File: config.mk
export PLATFORM = sky130hd
export DESIGN_NAME = lpoe_ctrl
export DESIGN_NICKNAME = d
export VERILOG_FILES = /design/src/hdl/lpoe_pkg.sv /design/src/hdl/lpoe_ctrl.sv
export SDC_FILE = /design/constraint.sdc
export NUM_CORES = 1
export LEC_CHECK = 0
export BUFFER_PORTS_ARGS = -buffer_cell sky130_fd_sc_hd__buf_2
export CORE_AREA = 4 4 41 43
export CTS_BUF_LIST = sky130_fd_sc_hd__clkbuf_8
export CTS_CLUSTER_DIAMETER = 60
export DETAILED_ROUTE_END_ITERATION = 10
export DIE_AREA = 0 0 45 47
export PLACE_DENSITY = 0.69
export SYNTH_ARGS = -nofsm -noshare
export SYNTH_HDL_FRONTEND = slang
export SYNTH_SLANG_ARGS = --single-unit
File: constraint.sdc
create_clock -name i_clk -period 2.45 [get_ports i_clk]
set_input_delay 0.1225 -clock i_clk [delete_from_list [all_inputs] [get_ports i_clk]]
set_output_delay 0.1225 -clock i_clk [all_outputs]
set_load 0.005 [all_outputs]
File: src/hdl/lpoe_pkg.sv
// Shared types, constants and element mapping for the lattice path orbit enumerator.
package lpoe_pkg;

    localparam int MAX_LEN_DEF   = 16;
    localparam int MAX_PATHS_DEF = 385;

    localparam int TI_W   = 9;
    localparam int PIDX_W = 9;

    localparam logic [TI_W-1:0] FULL_COUNT    = 9'd384;
    localparam logic [TI_W-1:0] SPATIAL_COUNT = 9'd48;

    localparam logic [1:0] PERM4 [24][4] = '{
        '{2'd0, 2'd1, 2'd2, 2'd3}, '{2'd0, 2'd1, 2'd3, 2'd2}, '{2'd0, 2'd2, 2'd1, 2'd3},
        '{2'd0, 2'd2, 2'd3, 2'd1}, '{2'd0, 2'd3, 2'd1, 2'd2}, '{2'd0, 2'd3, 2'd2, 2'd1},
        '{2'd1, 2'd0, 2'd2, 2'd3}, '{2'd1, 2'd0, 2'd3, 2'd2}, '{2'd1, 2'd2, 2'd0, 2'd3},
        '{2'd1, 2'd2, 2'd3, 2'd0}, '{2'd1, 2'd3, 2'd0, 2'd2}, '{2'd1, 2'd3, 2'd2, 2'd0},
        '{2'd2, 2'd0, 2'd1, 2'd3}, '{2'd2, 2'd0, 2'd3, 2'd1}, '{2'd2, 2'd1, 2'd0, 2'd3},
        '{2'd2, 2'd1, 2'd3, 2'd0}, '{2'd2, 2'd3, 2'd0, 2'd1}, '{2'd2, 2'd3, 2'd1, 2'd0},
        '{2'd3, 2'd0, 2'd1, 2'd2}, '{2'd3, 2'd0, 2'd2, 2'd1}, '{2'd3, 2'd1, 2'd0, 2'd2},
        '{2'd3, 2'd1, 2'd2, 2'd0}, '{2'd3, 2'd2, 2'd0, 2'd1}, '{2'd3, 2'd2, 2'd1, 2'd0}
    };

    localparam logic [1:0] PERM3 [6][4] = '{
        '{2'd0, 2'd1, 2'd2, 2'd3}, '{2'd0, 2'd2, 2'd1, 2'd3}, '{2'd1, 2'd0, 2'd2, 2'd3},
        '{2'd1, 2'd2, 2'd0, 2'd3}, '{2'd2, 2'd0, 2'd1, 2'd3}, '{2'd2, 2'd1, 2'd0, 2'd3}
    };

    typedef enum logic [2:0] {
        ST_IDLE,
        ST_GEN,
        ST_CHK_LOAD,
        ST_CHK_WAIT,
        ST_CHK_CMP,
        ST_EMIT
    } t_state;

    typedef struct packed {
        logic do_load;
        logic put_done;
        logic k_clr;
        logic k_inc;
        logic gen;
        logic ti_inc;
        logic j_clr;
        logic j_inc;
        logic rd;
        logic cmp;
        logic emit;
        logic fc_inc;
    } t_cmd;

    typedef struct packed {
        logic len_zero;
        logic fc_full;
        logic fc_zero;
        logic ti_end;
        logic k_last;
        logic j_last;
        logic hit;
    } t_status;

    // Image of one direction under transform t of the selected group.
    function automatic logic signed [3:0] map_elem(logic signed [3:0] e, logic mode,
                                                   logic [TI_W-1:0] t);
        logic [3:0] mag;
        logic [1:0] a;
        logic [1:0] p;
        logic       neg;
        logic [4:0] pi4;
        logic [2:0] pi3;
        logic [3:0] r;
        mag = e[3] ? 4'(-e) : 4'(e);
        a   = 2'(mag - 4'd1);
        pi4 = 5'(t >> 4);
        pi3 = 3'(t >> 3);
        if (mode == 1'b0) begin
            p   = PERM4[pi4][a];
            neg = t[2'd3 - a];
        end else begin
            p   = PERM3[pi3][a];
            neg = (a == 2'd3) ? 1'b0 : t[2'd2 - a];
        end
        r = {2'b00, p} + 4'd1;
        if (e == 4'sd0) begin
            map_elem = 4'sd0;
        end else if (neg ^ e[3]) begin
            map_elem = 4'(-r);
        end else begin
            map_elem = 4'(r);
        end
    endfunction

endpackage

File: src/hdl/lpoe_ctrl.sv
// Controller state machine sequencing generation, comparison and emission.
module lpoe_ctrl (
    input  logic                i_clk,
    input  logic                i_rst_n,
    input  logic                start,
    input  logic                i_func,
    input  lpoe_pkg::t_status   i_status,
    output lpoe_pkg::t_cmd      o_cmd,
    output logic                busy
);

    lpoe_pkg::t_state r_state, n_state;
    logic             w_req_done;

    always_ff @(posedge i_clk) begin
        if (!i_rst_n) begin
            r_state <= lpoe_pkg::ST_IDLE;
        end else begin
            r_state <= n_state;
        end
    end

    // A request that can produce nothing answers done straight from idle.
    assign w_req_done = i_status.len_zero || i_status.fc_full ||
                        (!i_status.fc_zero && i_status.ti_end);

    always_comb begin
        n_state = r_state;
        unique case (r_state)
            lpoe_pkg::ST_IDLE: begin
                if (start && i_func && !w_req_done) begin
                    n_state = lpoe_pkg::ST_GEN;
                end
            end
            lpoe_pkg::ST_GEN: begin
                if (i_status.k_last) begin
                    n_state = i_status.fc_zero ? lpoe_pkg::ST_EMIT : lpoe_pkg::ST_CHK_LOAD;
                end
            end
            lpoe_pkg::ST_CHK_LOAD: begin
                if (i_status.k_last) begin
                    n_state = lpoe_pkg::ST_CHK_WAIT;
                end
            end
            lpoe_pkg::ST_CHK_WAIT: begin
                n_state = lpoe_pkg::ST_CHK_CMP;
            end
            lpoe_pkg::ST_CHK_CMP: begin
                if (i_status.hit) begin
                    n_state = i_status.ti_end ? lpoe_pkg::ST_IDLE : lpoe_pkg::ST_GEN;
                end else if (i_status.k_last) begin
                    n_state = i_status.j_last ? lpoe_pkg::ST_EMIT : lpoe_pkg::ST_CHK_LOAD;
                end
            end
            lpoe_pkg::ST_EMIT: begin
                if (i_status.k_last) begin
                    n_state = lpoe_pkg::ST_IDLE;
                end
            end
            default: n_state = lpoe_pkg::ST_IDLE;
        endcase
    end

    always_comb begin
        o_cmd = '0;
        unique case (r_state)
            lpoe_pkg::ST_IDLE: begin
                o_cmd.do_load  = start && !i_func;
                o_cmd.put_done = start && i_func && w_req_done;
                o_cmd.k_clr    = 1'b1;
            end
            lpoe_pkg::ST_GEN: begin
                o_cmd.gen   = 1'b1;
                o_cmd.k_inc = 1'b1;
                if (i_status.k_last) begin
                    o_cmd.k_clr  = 1'b1;
                    o_cmd.ti_inc = !i_status.fc_zero;
                    o_cmd.j_clr  = 1'b1;
                end
            end
            lpoe_pkg::ST_CHK_LOAD: begin
                o_cmd.rd    = 1'b1;
                o_cmd.k_inc = 1'b1;
                o_cmd.k_clr = i_status.k_last;
            end
            lpoe_pkg::ST_CHK_WAIT: begin
                o_cmd.k_clr = 1'b1;
            end
            lpoe_pkg::ST_CHK_CMP: begin
                o_cmd.cmp   = 1'b1;
                o_cmd.k_inc = 1'b1;
                if (i_status.hit) begin
                    o_cmd.k_clr    = 1'b1;
                    o_cmd.put_done = i_status.ti_end;
                end else if (i_status.k_last) begin
                    o_cmd.k_clr = 1'b1;
                    o_cmd.j_inc = !i_status.j_last;
                end
            end
            lpoe_pkg::ST_EMIT: begin
                o_cmd.emit  = 1'b1;
                o_cmd.k_inc = 1'b1;
                if (i_status.k_last) begin
                    o_cmd.k_clr  = 1'b1;
                    o_cmd.fc_inc = 1'b1;
                end
            end
            default: o_cmd = '0;
        endcase
    end

    assign busy = (r_state != lpoe_pkg::ST_IDLE);

endmodule

== After elaboration in Yosys (flattened, before gate mapping) ==
Cells that the tools add are included.

* Input bits: 11
* ROM bits: 0
* Bits in latches: 0
* Logic and storage cells: 53
* Memories kept: 0
* Register bits: 3
* Bits in writable memories: 0

* Eq/ne operators: 10
* Order comparisons: 0
* Multipliers: 0
* Divide/modulo/power cells: 0
* Reductions and logical operators: 17
* Shifts and indexed selects: 0
* $add $sub $neg: 0
* Bitwise operators: 0
* Mux-type cells: 25

{| class="wikitable"
|+ Operators by type and width
! cell !! count
|-
| two-way mux 3 bit || 9
|-
| case mux 3 bit (6 select lines) || 1
|-
| two-way mux 1 bit || 11
|-
| != test 2 bit (second input constant) || 4
|-
| == test 3 x 2 -> 1 bit (second input constant) || 2
|-
| == test 3 bit (second input constant) || 2
|-
| logical AND 1 bit || 5
|-
| AND reduction 5 bit || 1
|-
| zero test 1 bit || 4
|-
| two-way mux 2 bit || 2
|-
| case mux 1 bit (4 select lines) || 1
|-
| OR reduction 2 bit || 2
|-
| OR reduction 4 bit || 1
|-
| == test 3 x 1 -> 1 bit (second input constant) || 1
|-
| zero test 3 bit || 1
|-
| != test 3 bit (second input constant) || 1
|-
| nonzero test 3 bit || 1
|-
| logical OR 1 bit || 2
|-
| case mux 1 bit (2 select lines) || 1
|}

== Depth between registers and ports, before layout ==
Gate-level depths: netlist of the first run.

* Depth after elaboration: 7
* Gate-level depth with buffers: 5
* Gate-level depth less buffers: 4

== Worst setup path after synthesis of the first run ==
Ideal clock, no wire load.

* Path kind: register to register
* From: reg r_state[1]
* To: reg r_state[0]
* Path slack: 1,098 ps
* Library setup time: 72 ps
* Stages on the path, launching flop included: 4
* Arrival time: 1,280 ps
* Required time: 2,378 ps
* Period minus slack after synthesis: 1,352 ps
* Cells stage by stage: dfxtp_1 > or4b_4 > a32oi_2 > mux2i_1

* Longest elaborated chain between the ends: 3

{| class="wikitable"
|+ RTL lines
! element !! line !! RTL
|-
| from (decl) || lpoe_ctrl.sv:12 || <nowiki>lpoe_pkg::t_state r_state, n_state;</nowiki>
|-
| from (signal assigned) || lpoe_ctrl.sv:17 || <nowiki>r_state <= lpoe_pkg::ST_IDLE;</nowiki>
|-
| from (signal assigned) || lpoe_ctrl.sv:19 || <nowiki>r_state <= n_state;</nowiki>
|-
| == test 3 bit (tied with other cells) || lpoe_ctrl.sv:29 || <nowiki>unique case (r_state)</nowiki>
|-
| != test 3 bit (no line) / != test 2 bit (equally long branches) || n/a ||
|-
| AND reduction 5 bit (no line) || n/a ||
|}

Several ways; a longest one is shown, not always the timed one.
A chain may end at the register's enable or synchronous reset.

==> results of run 1 <==
metrics by stage:
| step | power [uW] | setup slack [ps] | cell area, sq um |
|---|---|---|---|
| CTS | 402 | 800 | 539 |
| global placement | 253 | 940 | 494 |
| finish | 397 | 792 | 539 |
| global route | 431 | 596 | 539 |
| detailed placement | 253 | 897 | 494 |
| floorplan | 189 | 1100 | 372 |
worst max-delay path by stage:
stage	startpoint	endpoint	slack, ps
global placement	r_state[1]$_SDFFE_PN0P_	r_state[0]$_SDFFE_PN0P_	940
finish	r_state[2]$_SDFFE_PN0P_	o_cmd[10]	790
detailed placement	r_state[1]$_SDFFE_PN0P_	r_state[0]$_SDFFE_PN0P_	900
global route	r_state[2]$_SDFFE_PN0P_	o_cmd[10]	600
floorplan	r_state[1]$_SDFFE_PN0P_	r_state[0]$_SDFFE_PN0P_	1100
CTS	r_state[2]$_SDFFE_PN0P_	o_cmd[10]	800
per-layer routing:
layer | part of all wire [%] | vias up | track usage [%] | wire, microns
li1 | - | 262 | - | -
met1 | 44 | 223 | 13.8 | 499
met2 | 49 | 20 | 20.6 | 554
met3 | 6.2 | 2 | 3.45 | 71
met4 | 1.4 | 0 | 7.02 | 16
met5 | 0 | - | 0 | 0
cell usage in the layout, fill, tap and decap left out, types with 2 or more instances in the layout:
| master | netlist | routed |
|---|---|---|
| inv_1 | 2 | 3 |
| nor3_1 | 3 | 3 |
| nand3_1 | 2 | 2 |
| nand2b_1 | 2 | 2 |
| o31ai_1 | 2 | 2 |
| mux2i_1 | 2 | 2 |
| buf_2 | 0 | 23 |
| nand2_1 | 8 | 8 |
| clkbuf_8 | 0 | 3 |
| nor2_1 | 8 | 8 |
| nor3b_1 | 2 | 2 |
| a21oi_1 | 4 | 4 |
| dfxtp_1 | 3 | 3 |
| o21ai_0 | 3 | 3 |
worst reg2reg max path: stages (launching register included):
cell     delay, ps
dfxtp_1        440
or4b_4         590
a32oi_2        260
mux2i_1        210
report_power, final:
part | internal [uW] | switching, uW | leakage, uW | total [uW]
logic | 81.3 | 86.9 | 0.000207 | 168
clock network | 107 | 37.8 | 0.0000269 | 145
registers | 58.0 | 25.7 | 0.0000244 | 83.7
kinds of logic (layout without fill, tap and decap cells):
group | count (synthesis) | count (layout)
DFF | 3 | 3
muxes | 2 | 2
and+or+nand+nor | 32 | 32
buffers and inverters | 5 | 29
AOI/OAI and AO/OA | 15 | 15
final cells by class:
cell class	instances	area share (%)
clock buffer	3	7.66
timing repair buffer	23	21.3
tap	15	3.48
clock inverter	1	0.696
sequential	3	11.1
inverter	2	1.39
multi-input combinational	49	54.3
==> key figures, run 1 <==
Setup path
  – Worst r2r src: r_state[1]$_SDFFE_PN0P_
  – Startpoint types: flip-flop
  – Reg-to-Reg End: r_state[2]$_SDFFE_PN0P_
  – Max Fanout on Critical Path: 14
  – CP Class: reg -> out
  – Req. time, crit path: 2330 ps
  – CP max stage delay: 570 ps
  – CP endpoint kind: output port
  – R2R depth: 3
  – Arr. time, crit path: 1540 ps
  – FF-to-FF setup slack: 880 ps
  – Critical path's top delay family: flip-flops
  – Slowest-stage cell, CP: dfxtp_1
  – CP cell instances: nor3b_1 > nand3_1 > o21ai_1 > buf_2
  – Critical path buffers and inverters: 1
  – Stages on worst setup path: 4

Clock network
  – Worst-skew pair later-pin latency: 220 ps
  – Clock root buffer: clkbuf_8
  – Clock buffer count from CTS: 3
  – Reg clk slew, reported paths: 30 ps
  – Post-CTS sizing: 0
  – Post-CTS setup buffer count: 0
  – H-tree depth: 1
  – Clk buf depth: 2
  – CTS Hold Buffers Added: 0
  – CTS Sinks: 3
  – CTS tree: done

Finish
  – Core Util, Final: 41.4%
  – Fin cells: 96
  – Biggest regs: r_state x3
  – Synthesis-to-finish area growth: 45.1%
  – Filler instances: 138
  – Most flops, register: r_state
  – Nets: 93
  – Area occupied by multi-input gates: 293 sq um
  – Max FFs per register: 3
  – Sequential cell area: 60.1 sq um
  – Total inserted antenna cells: 0
  – Share of cells above drive strength 1: 34.6%

Routing
  – Router iterations before antenna repair: 4
  – Post-DRT Antenna Nets: 0
  – Routed via count: 507
  – Vias per inst: 5.28
  – Total wire length: 1140 microns
  – Avg WL per Cell: 11.9 microns
  – Detailed-route DRC error count: 0
  – DRT iter0 DRCs: 11

Status
  – Status: finished, final reports clean

STA
  – Fmax: 603 MHz
  – Final period utilization: 67.7%
  – Rel. slew slack: 69.9%
  – Worst slew pin tran: 451 ps
  – Final setup viols: 0
  – WHS: 189 ps
  – Fin crit period: 1660 ps
  – Final setup skew: 0.895 ps
  – Final hold violation count: 0
  – Fin Setup TNS: 0 ps
  – Final Max Slew Viols: 0
  – Unrepaired setup endpoints after global routing: false

Job
  – Max_cap viols: 0

Floorplan
  – Full die area: 0.00212 sq mm
  – Die width: 45 microns
  – Core area: 0.00130 sq mm
  – Die Ht: 47 microns
  – IO Pins: 24
  – Rows: 13
  – Starting Density: 28.6%

GRT
  – Remaining global-route overflow: 0
  – First-pass GRT wire length: 1870 microns
  – Number of global-route vias before repair: 462
  – Number of antenna violations at the first check in global routing: 0
  – Global-route usage over all layers: 12.2%
  – Largest net degree at the start of global routing: 15

Synth
  – FF+latch count, synth: 3
  – Compound-Gate Fraction of Synth Area: 28.3%
  – Largest cells by area after synthesis: dfxtp_1 (16%), nand2_1 (8.1%), nor2_1 (8.1%), a21oi_1 (5.4%), mux2i_1 (5.4%)
  – Warnings from Yosys: 0
  – Most used DFF post-synth: dfxtp_1
  – Post-synthesis adder-cell area fraction: 0%
  – Mapped Cells: 57
  – Top-area cell type share of the netlist area: 16.2%
  – Sequential fraction of the synthesis area: 16.2%
  – Syn Nets: 68
  – Post-Syn Area: 372 sq um
  – Post-synth top cells: nand2_1 (8), nor2_1 (8), a21oi_1 (4)
  – Largest family of logic cells by synthesized area: simple AND/OR/NAND/NOR gates
  – Synth cell types: 26
  – Asr flop ratio synth: 0%
  – Synth area leader: dfxtp_1
  – Syn_area_per_cell: 6.52 sq um
  – Post-synth EDFFs: 0
  – Multiplexer share of the synthesized area: 5.39%
  – Xor and xnor area share after synthesis: 0%
  – Synth Area in Simple Gates: 45.1%

Hold path
  – Hold Path Depth: 2
  – Hold Crit Class: in -> reg
  – Hold endpoint: r_state[1]$_SDFFE_PN0P_
  – HP Start: i_rst_n

Power and ir drop
  – Power per cell area: 736 mW/mm^2
  – IR drop worst, VDD: 0.223 mV
  – Leakage: 0.000258 uW

Placement
  – DP Cell Count: 92
  – Number of port buffers: 23
  – HPWL Detailed: 885 microns
  – Gpl congestion: 0.774
Note: power is estimated with default switching activity, not from simulation.
==> inputs of run 2 (changes only) <==
- ABC_AREA: unset -> 1
- PLACE_DENSITY: 0.69 -> 0.71
- clock period: 2.45 -> 1.5 ns (I/O delays scaled with it)
==> key figures, run 2 <==
Status
  – Status: finished, final reports clean (unchanged)

Setup path
  – Worst Setup SP: r_state[0]$_SDFFE_PN0P_ (was r_state[2]$_SDFFE_PN0P_)
  – Startpoint types: flip-flop (unchanged)
  – Slowest-stage cell, CP: dfxtp_1 (unchanged)
  – Req. time, crit path: 1420 ps (was 2330 ps)
  – CP Class: reg -> out (unchanged)
  – CP dominant cell by count: nand2_1
  – CP endpoint kind: output port (unchanged)
  – Reg-to-Reg End: r_state[2]$_SDFFE_PN0P_ (unchanged)
  – CP cell instances: inv_1 > nand2_1 > nor2_1 > nand2_1 > o22ai_1 > buf_2 (was nor3b_1 > nand3_1 > o21ai_1 > buf_2)
  – Critical path buffers and inverters: 2 (was 1)
  – CP max stage delay: 360 ps (was 570 ps)
  – Worst r2r src: r_state[0]$_SDFFE_PN0P_ (was r_state[1]$_SDFFE_PN0P_)
  – Stages on worst setup path: 6 (was 4)
  – R2R depth: 8 (was 3)
  – Critical path's top delay family: simple AND/OR/NAND/NOR gates (was flip-flops)
  – FF-to-FF setup slack: 280 ps (was 880 ps)
  – Arr. time, crit path: 1280 ps (was 1540 ps)
  – Max Fanout on Critical Path: 5 (was 14)
  – Critical Path End: o_cmd[10] (unchanged)

STA
  – Fin Setup TNS: 0 ps (unchanged)
  – Fmax: 736 MHz
  – Rel. slew slack: 80.0% (was 69.9%)
  – Unrepaired setup endpoints after global routing: false (unchanged)
  – Final setup viols: 0 (unchanged)
  – Final setup skew: 7.18 ps (was 0.895 ps)
  – WHS: 86.8 ps (was 189 ps)
  – Fin crit period: 1360 ps
  – Final hold violation count: 0 (unchanged)
  – Worst slew pin tran: 299 ps (was 451 ps)
  – Final period utilization: 90.6%
  – Final Max Slew Viols: 0 (unchanged)

Synth
  – Compound-Gate Fraction of Synth Area: 8.05% (was 28.3%)
  – Synth area leader: nand2_1 (was dfxtp_1)
  – Post-synth top cells: nand2_1 (17), nor2_1 (12), inv_1 (10) (was nand2_1 (8), nor2_1 (8), a21oi_1 (4))
  – Mapped Cells: 69 (was 57)
  – Syn Nets: 80 (was 68)
  – Xor and xnor area share after synthesis: 0% (unchanged)
  – Warnings from Yosys: 0 (unchanged)
  – Post-synth EDFFs: 0 (unchanged)
  – Synth Area in Simple Gates: 64.8% (was 45.1%)
  – Post-synthesis adder-cell area fraction: 0% (unchanged)
  – Top-count cell post-synth: nand2_1
  – Syn_area_per_cell: 5.40 sq um (was 6.52 sq um)
  – Largest family of logic cells by synthesized area: simple AND/OR/NAND/NOR gates (unchanged)
  – Sequential fraction of the synthesis area: 16.1% (was 16.2%)
  – Multiplexer share of the synthesized area: 0% (was 5.39%)
  – Top-area cell type share of the netlist area: 17.1% (was 16.2%)
  – FF+latch count, synth: 3 (unchanged)
  – Asr flop ratio synth: 0% (unchanged)
  – Largest cells by area after synthesis: nand2_1 (17%), dfxtp_1 (16%), nor2_1 (12%), nand3_1 (11%), inv_1 (10%) (was dfxtp_1 (16%), nand2_1 (8.1%), nor2_1 (8.1%), a21oi_1 (5.4%), mux2i_1 (5.4%))
  – Synth cell types: 17 (was 26)
  – Post-Syn Area: 373 sq um (was 372 sq um)
  – Most used DFF post-synth: dfxtp_1 (unchanged)

Routing
  – Routed via count: 504 (was 507)
  – Post-DRT Antenna Nets: 0 (unchanged)
  – Met1 WL: 491 microns (was 499 microns)
  – Metal2 WL: 480 microns (was 554 microns)
  – DR top layer: met4 (unchanged)
  – Router iterations before antenna repair: 4 (unchanged)
  – Total wire length: 1100 microns (was 1140 microns)
  – Avg WL per Cell: 9.88 microns (was 11.9 microns)
  – Vias per inst: 4.54 (was 5.28)
  – Detailed-route DRC error count: 0 (unchanged)
  – DRT iter0 DRCs: 7 (was 11)
  – Met3 WL post-DR: 106 microns (was 71 microns)

Power and ir drop
  – Leakage: 0.000336 uW (was 0.000258 uW)
  – Clock share of power: 27.2% (was 36.5%)
  – Int Pwr: 470 uW (was 246 uW)
  – IR drop worst, VDD: 0.639 mV (was 0.223 mV)
  – Power per cell area: 1560 mW/mm^2 (was 736 mW/mm^2)
  – Combinational power share: 56.0% (was 42.4%)
  – Net Sw Frac: 45.3% (was 37.9%)
  – Part of the power in registers: 16.8% (was 21.1%)
  – NetSw: 390 uW (was 150 uW)

Clock network
  – CTS Hold Buffers Added: 0 (unchanged)
  – Clk buf depth: 2 (unchanged)
  – Post-CTS sizing: 0 (unchanged)
  – CTS tree: done (unchanged)
  – H-tree depth: 1 (unchanged)
  – Worst-skew pair later-pin latency: 220 ps (about the same)
  – Reg clk slew, reported paths: 30 ps (about the same)
  – CTS Sinks: 3 (unchanged)
  – Post-CTS setup buffer count: 0 (unchanged)
  – Clock buffer count from CTS: 3 (unchanged)
  – Clock root buffer: clkbuf_8 (unchanged)

GRT
  – Number of global-route vias before repair: 437 (was 462)
  – Remaining global-route overflow: 0 (unchanged)
  – Number of antenna violations at the first check in global routing: 0 (unchanged)
  – Largest net degree at the start of global routing: 9 (was 15)
  – First-pass GRT wire length: 1790 microns (was 1870 microns)
  – Global-route usage over all layers: 11.7% (was 12.2%)

Floorplan
  – Starting Density: 28.7% (was 28.6%)
  – Rows: 13 (unchanged)
  – IO Pins: 24 (unchanged)
  – Full die area: 0.00212 sq mm (unchanged)
  – Die Ht: 47 microns (unchanged)
  – Core area: 0.00130 sq mm (unchanged)
  – Die width: 45 microns (unchanged)

Finish
  – Area occupied by multi-input gates: 272 sq um (was 293 sq um)
  – Synthesis-to-finish area growth: 48.0% (was 45.1%)
  – Share of cells above drive strength 1: 39.6% (was 34.6%)
  – Commonest non-fill, non-tap cell in the layout: buf_2 (unchanged)
  – Filler instances: 153 (was 138)
  – Nets: 108 (was 93)
  – Biggest regs: r_state x3 (unchanged)
  – Fin cells: 111 (was 96)
  – Core Util, Final: 42.4% (was 41.4%)
  – Total inserted antenna cells: 0 (unchanged)
  – Most flops, register: r_state (unchanged)
  – Max FFs per register: 3 (unchanged)
  – Sequential cell area: 60.1 sq um (unchanged)
  – Most frequent cells in the layout: buf_2 (23), nand2_1 (17), nor2_1 (12), inv_1 (11), nand3_1 (8) (was buf_2 (23), nand2_1 (8), nor2_1 (8), a21oi_1 (4))

Placement
  – HPWL Detailed: 904 microns (was 885 microns)
  – Gpl congestion: 0.863 (was 0.774)
  – DP Cell Count: 107 (was 92)
  – Number of port buffers: 23 (unchanged)

Job
  – Max_cap viols: 0 (unchanged)

Hold path
  – Hold Crit Class: in -> reg (unchanged)
==> run 2: cell count changes in the layout (fill, tap and decap cells not counted), moves of 3 or more <==
cell / change
nand3_1: +6
nor2_2: +3
nand2_1: +9
nand2_2: +4
nor2_1: +4
inv_1: +8
==> run 2: worst min-delay path by stage <==
stage                  from                       to  slack [ps]  cells past startpoint
finish              i_rst_n  r_state[1]$_SDFFE_PN0P_          90                      3
floorplan            i_func                o_cmd[11]         180                      1
CTS                 i_rst_n  r_state[1]$_SDFFE_PN0P_          80                      3
global placement    i_rst_n  r_state[1]$_SDFFE_PN0P_         320                      3
detailed placement  i_rst_n  r_state[1]$_SDFFE_PN0P_         320                      3
global route        i_rst_n  r_state[1]$_SDFFE_PN0P_         110                      3
==> run 2: area by class of cell <==
cell class	instances	share of cell area, %
clock inverter	1	0.680
clock buffer	3	7.48
multi-input combinational	55	49.2
tap	15	3.40
timing repair buffer	23	20.9
inverter	11	7.48
sequential	3	10.9
==> run 2: routing by layer <==
| metal | vias to the layer above | GRT usage [%] |
|---|---|---|
| met2 | 24 | 18.4 |
| met5 | - | 0 |
| met3 | 2 | 3.45 |
| li1 | 274 | - |
| met4 | 0 | 5.26 |
| met1 | 204 | 14.7 |
==> run 2: per-stage QoR <==
step / worst slack [ps] / total power [uW] / instance area (sq um)
floorplan: 407 / 470 / 373
global placement: 299 / 622 / 507
detailed placement: 301 / 628 / 507
CTS: 140 / 870 / 552
global route: 9.04 / 949 / 552
finish: 141 / 860 / 552
==> run 2: power groups by stage <==
stage / combinational, uW / clock [uW] / sequential [uW]
4_1_cts: 488 / 240 / 141
6_report: 482 / 234 / 144
3_5_place_dp: 486 / 0 / 142
3_3_place_gp: 481 / 0 / 141
5_1_grt: 556 / 246 / 147
2_1_floorplan: 335 / 0 / 135
==> run 2: logic make-up after synthesis <==
logic type	count (synthesis)
flops	3
simple gates	50
compound gates	5
buf+inv	11
==> run 2: worst reg2reg max path, delay by kind of cell (launching register included) <==
kind,cells,cell delay [ps]
flip-flops,1,360
buffers and inverters,1,50
AND/OR/NAND/NOR,7,700
==> inputs of run 3 (changes only) <==
- RECOVER_POWER: unset -> 100
==> key figures, run 3 (synthesized netlist as in run 2, its figures left out) <==
Status
  – Status: finished, final reports clean (unchanged)

Setup path
  – R2R depth: 8 (unchanged)
  – Worst r2r src: r_state[1]$_SDFFE_PN0P_ (was r_state[0]$_SDFFE_PN0P_)
  – Max Fanout on Critical Path: 6 (was 5)
  – Req. time, crit path: 1420 ps (about the same)
  – Arr. time, crit path: 1270 ps (was 1280 ps)
  – Reg-to-Reg End: r_state[2]$_SDFFE_PN0P_ (unchanged)
  – CP Class: reg -> out (unchanged)
  – FF-to-FF setup slack: 210 ps (was 280 ps)
  – CP endpoint kind: output port (unchanged)
  – Startpoint types: flip-flop (unchanged)

Clock network
  – Clock buffer count from CTS: 3 (unchanged)
  – Clock root buffer: clkbuf_8 (unchanged)
  – Clk buf depth: 2 (unchanged)
  – CTS Hold Buffers Added: 0 (unchanged)
  – Worst-skew pair later-pin latency: 220 ps (about the same)
  – H-tree depth: 1 (unchanged)
  – Post-CTS sizing: 0 (unchanged)
  – Reg clk slew, reported paths: 30 ps (about the same)
  – Post-CTS setup buffer count: 0 (unchanged)
  – CTS Sinks: 3 (unchanged)
  – CTS tree: done (unchanged)

Floorplan
  – Die width: 45 microns (unchanged)
  – Starting Density: 28.7% (unchanged)
  – IO Pins: 24 (unchanged)
  – Full die area: 0.00212 sq mm (unchanged)
  – Rows: 13 (unchanged)
  – Core area: 0.00130 sq mm (unchanged)
  – Die Ht: 47 microns (unchanged)

STA
  – Final setup skew: 6.73 ps (was 7.18 ps)
  – Fin crit period: 1340 ps (was 1360 ps)
  – Final Max Slew Viols: 0 (unchanged)
  – Fmax: 744 MHz (was 736 MHz)
  – Final setup viols: 0 (unchanged)
  – WHS: 87.1 ps (was 86.8 ps)
  – Unrepaired setup endpoints after global routing: false (unchanged)
  – Rel. slew slack: 82.9% (was 80.0%)
  – Final period utilization: 89.6% (was 90.6%)
  – Worst slew pin tran: 256 ps (was 299 ps)
  – Fin Setup TNS: 0 ps (unchanged)
  – Final hold violation count: 0 (unchanged)

Finish
  – Most frequent cells in the layout: buf_2 (18), nand2_1 (17), nor2_1 (15), inv_1 (11), nand3_1 (9) (was buf_2 (23), nand2_1 (17), nor2_1 (12), inv_1 (11), nand3_1 (8))
  – Most flops, register: r_state (unchanged)
  – Fin cells: 111 (unchanged)
  – Share of cells above drive strength 1: 31.3% (was 39.6%)
  – Nets: 108 (unchanged)
  – Total inserted antenna cells: 0 (unchanged)
  – Biggest regs: r_state x3 (unchanged)
  – Synthesis-to-finish area growth: 42.3% (was 48.0%)
  – Commonest non-fill, non-tap cell in the layout: buf_2 (unchanged)
  – Max FFs per register: 3 (unchanged)

GRT
  – First-pass GRT wire length: 1790 microns (unchanged)
  – Number of antenna violations at the first check in global routing: 0 (unchanged)
  – Global-route usage over all layers: 11.7% (unchanged)
  – Largest net degree at the start of global routing: 9 (unchanged)
  – Number of global-route vias before repair: 437 (unchanged)
  – Remaining global-route overflow: 0 (unchanged)

Hold path
  – Hold Crit Class: in -> reg (unchanged)
  – HP Start: i_rst_n (unchanged)
  – Hold endpoint: r_state[1]$_SDFFE_PN0P_ (unchanged)
  – Hold Path Depth: 3 (unchanged)

Power and ir drop
  – Leakage: 0.000315 uW (was 0.000336 uW)
  – Power per cell area: 1570 mW/mm^2 (was 1560 mW/mm^2)
  – IR drop worst, VDD: 0.626 mV (was 0.639 mV)

Job
  – Max_cap viols: 0 (unchanged)

Routing
  – Router iterations before antenna repair: 4 (unchanged)
  – Avg WL per Cell: 9.79 microns (was 9.88 microns)
  – Routed via count: 515 (was 504)
  – Total wire length: 1090 microns (was 1100 microns)
  – Vias per inst: 4.64 (was 4.54)
  – Detailed-route DRC error count: 0 (unchanged)
  – DRT iter0 DRCs: 12 (was 7)
  – Post-DRT Antenna Nets: 0 (unchanged)

Placement
  – HPWL Detailed: 904 microns (unchanged)
  – Gpl congestion: 0.863 (unchanged)
  – Number of port buffers: 23 (unchanged)
  – DP Cell Count: 107 (unchanged)
-- run 3: cell count changes in the layout (fill, tap and decap cells not counted), moves of 2 or more --
cell / change
nor2_1: +3
clkbuf_2: +2
clkbuf_1: +2
buf_2: -5
nor2_2: -2
-- run 3: layout make-up --
class / count / area [sq um]
Sequential cell: 3 / 60.1
Fill cell: 159 / 771
Clock inverter: 1 / 3.75
Multi-Input combinational cell: 55 / 254
Clock buffer: 3 / 41.3
Tap cell: 15 / 18.8
Timing Repair Buffer: 23 / 111
Inverter: 11 / 41.3
-- run 3: how the worst max path moves through the flow --
stage	slack [ps]	from	cells after the start	to
6_report	160	r_state[0]$_SDFFE_PN0P_	5	o_cmd[6]
3_3_place_gp	300	r_state[1]$_SDFFE_PN0P_	8	r_state[2]$_SDFFE_PN0P_
3_5_place_dp	300	r_state[1]$_SDFFE_PN0P_	8	r_state[2]$_SDFFE_PN0P_
4_1_cts	140	r_state[1]$_SDFFE_PN0P_	6	o_cmd[10]
5_1_grt	30	r_state[1]$_SDFFE_PN0P_	6	o_cmd[10]
2_1_floorplan	410	r_state[1]$_SDFFE_PN0P_	8	r_state[2]$_SDFFE_PN0P_
-- run 3: power breakdown --
part           internal, uW  total, uW  switching (uW)
Combinational           183        461             278
Clock                   175        234            59.1
Sequential              103        139            36.2
-- run 3: layer usage --
layer	vias up	track usage [%]	routed length [microns]
li1	275	-	-
met1	214	14.7	479
met2	24	18.4	481
met3	2	3.45	107
met4	0	5.26	19
met5	-	0	0
-- run 3: stage by stage --
stage | setup WS, ps | total power (uW) | instance area [sq um] | utilization (%)
5_1_grt | 32.9 | 924 | 531 | 40.8
3_5_place_dp | 301 | 628 | 507 | 38.9
3_3_place_gp | 299 | 622 | 507 | 38.9
2_1_floorplan | 407 | 470 | 373 | -
4_1_cts | 140 | 870 | 552 | 42.4
6_report | 156 | 834 | 531 | 40.8
-- run 3: critical path: stages (launching register included) --
cell and delay, ps:
dfxtp_1 410, nand2_2 140, nor2_1 200, nand2_1 100, nor2_1 90, buf_2 110
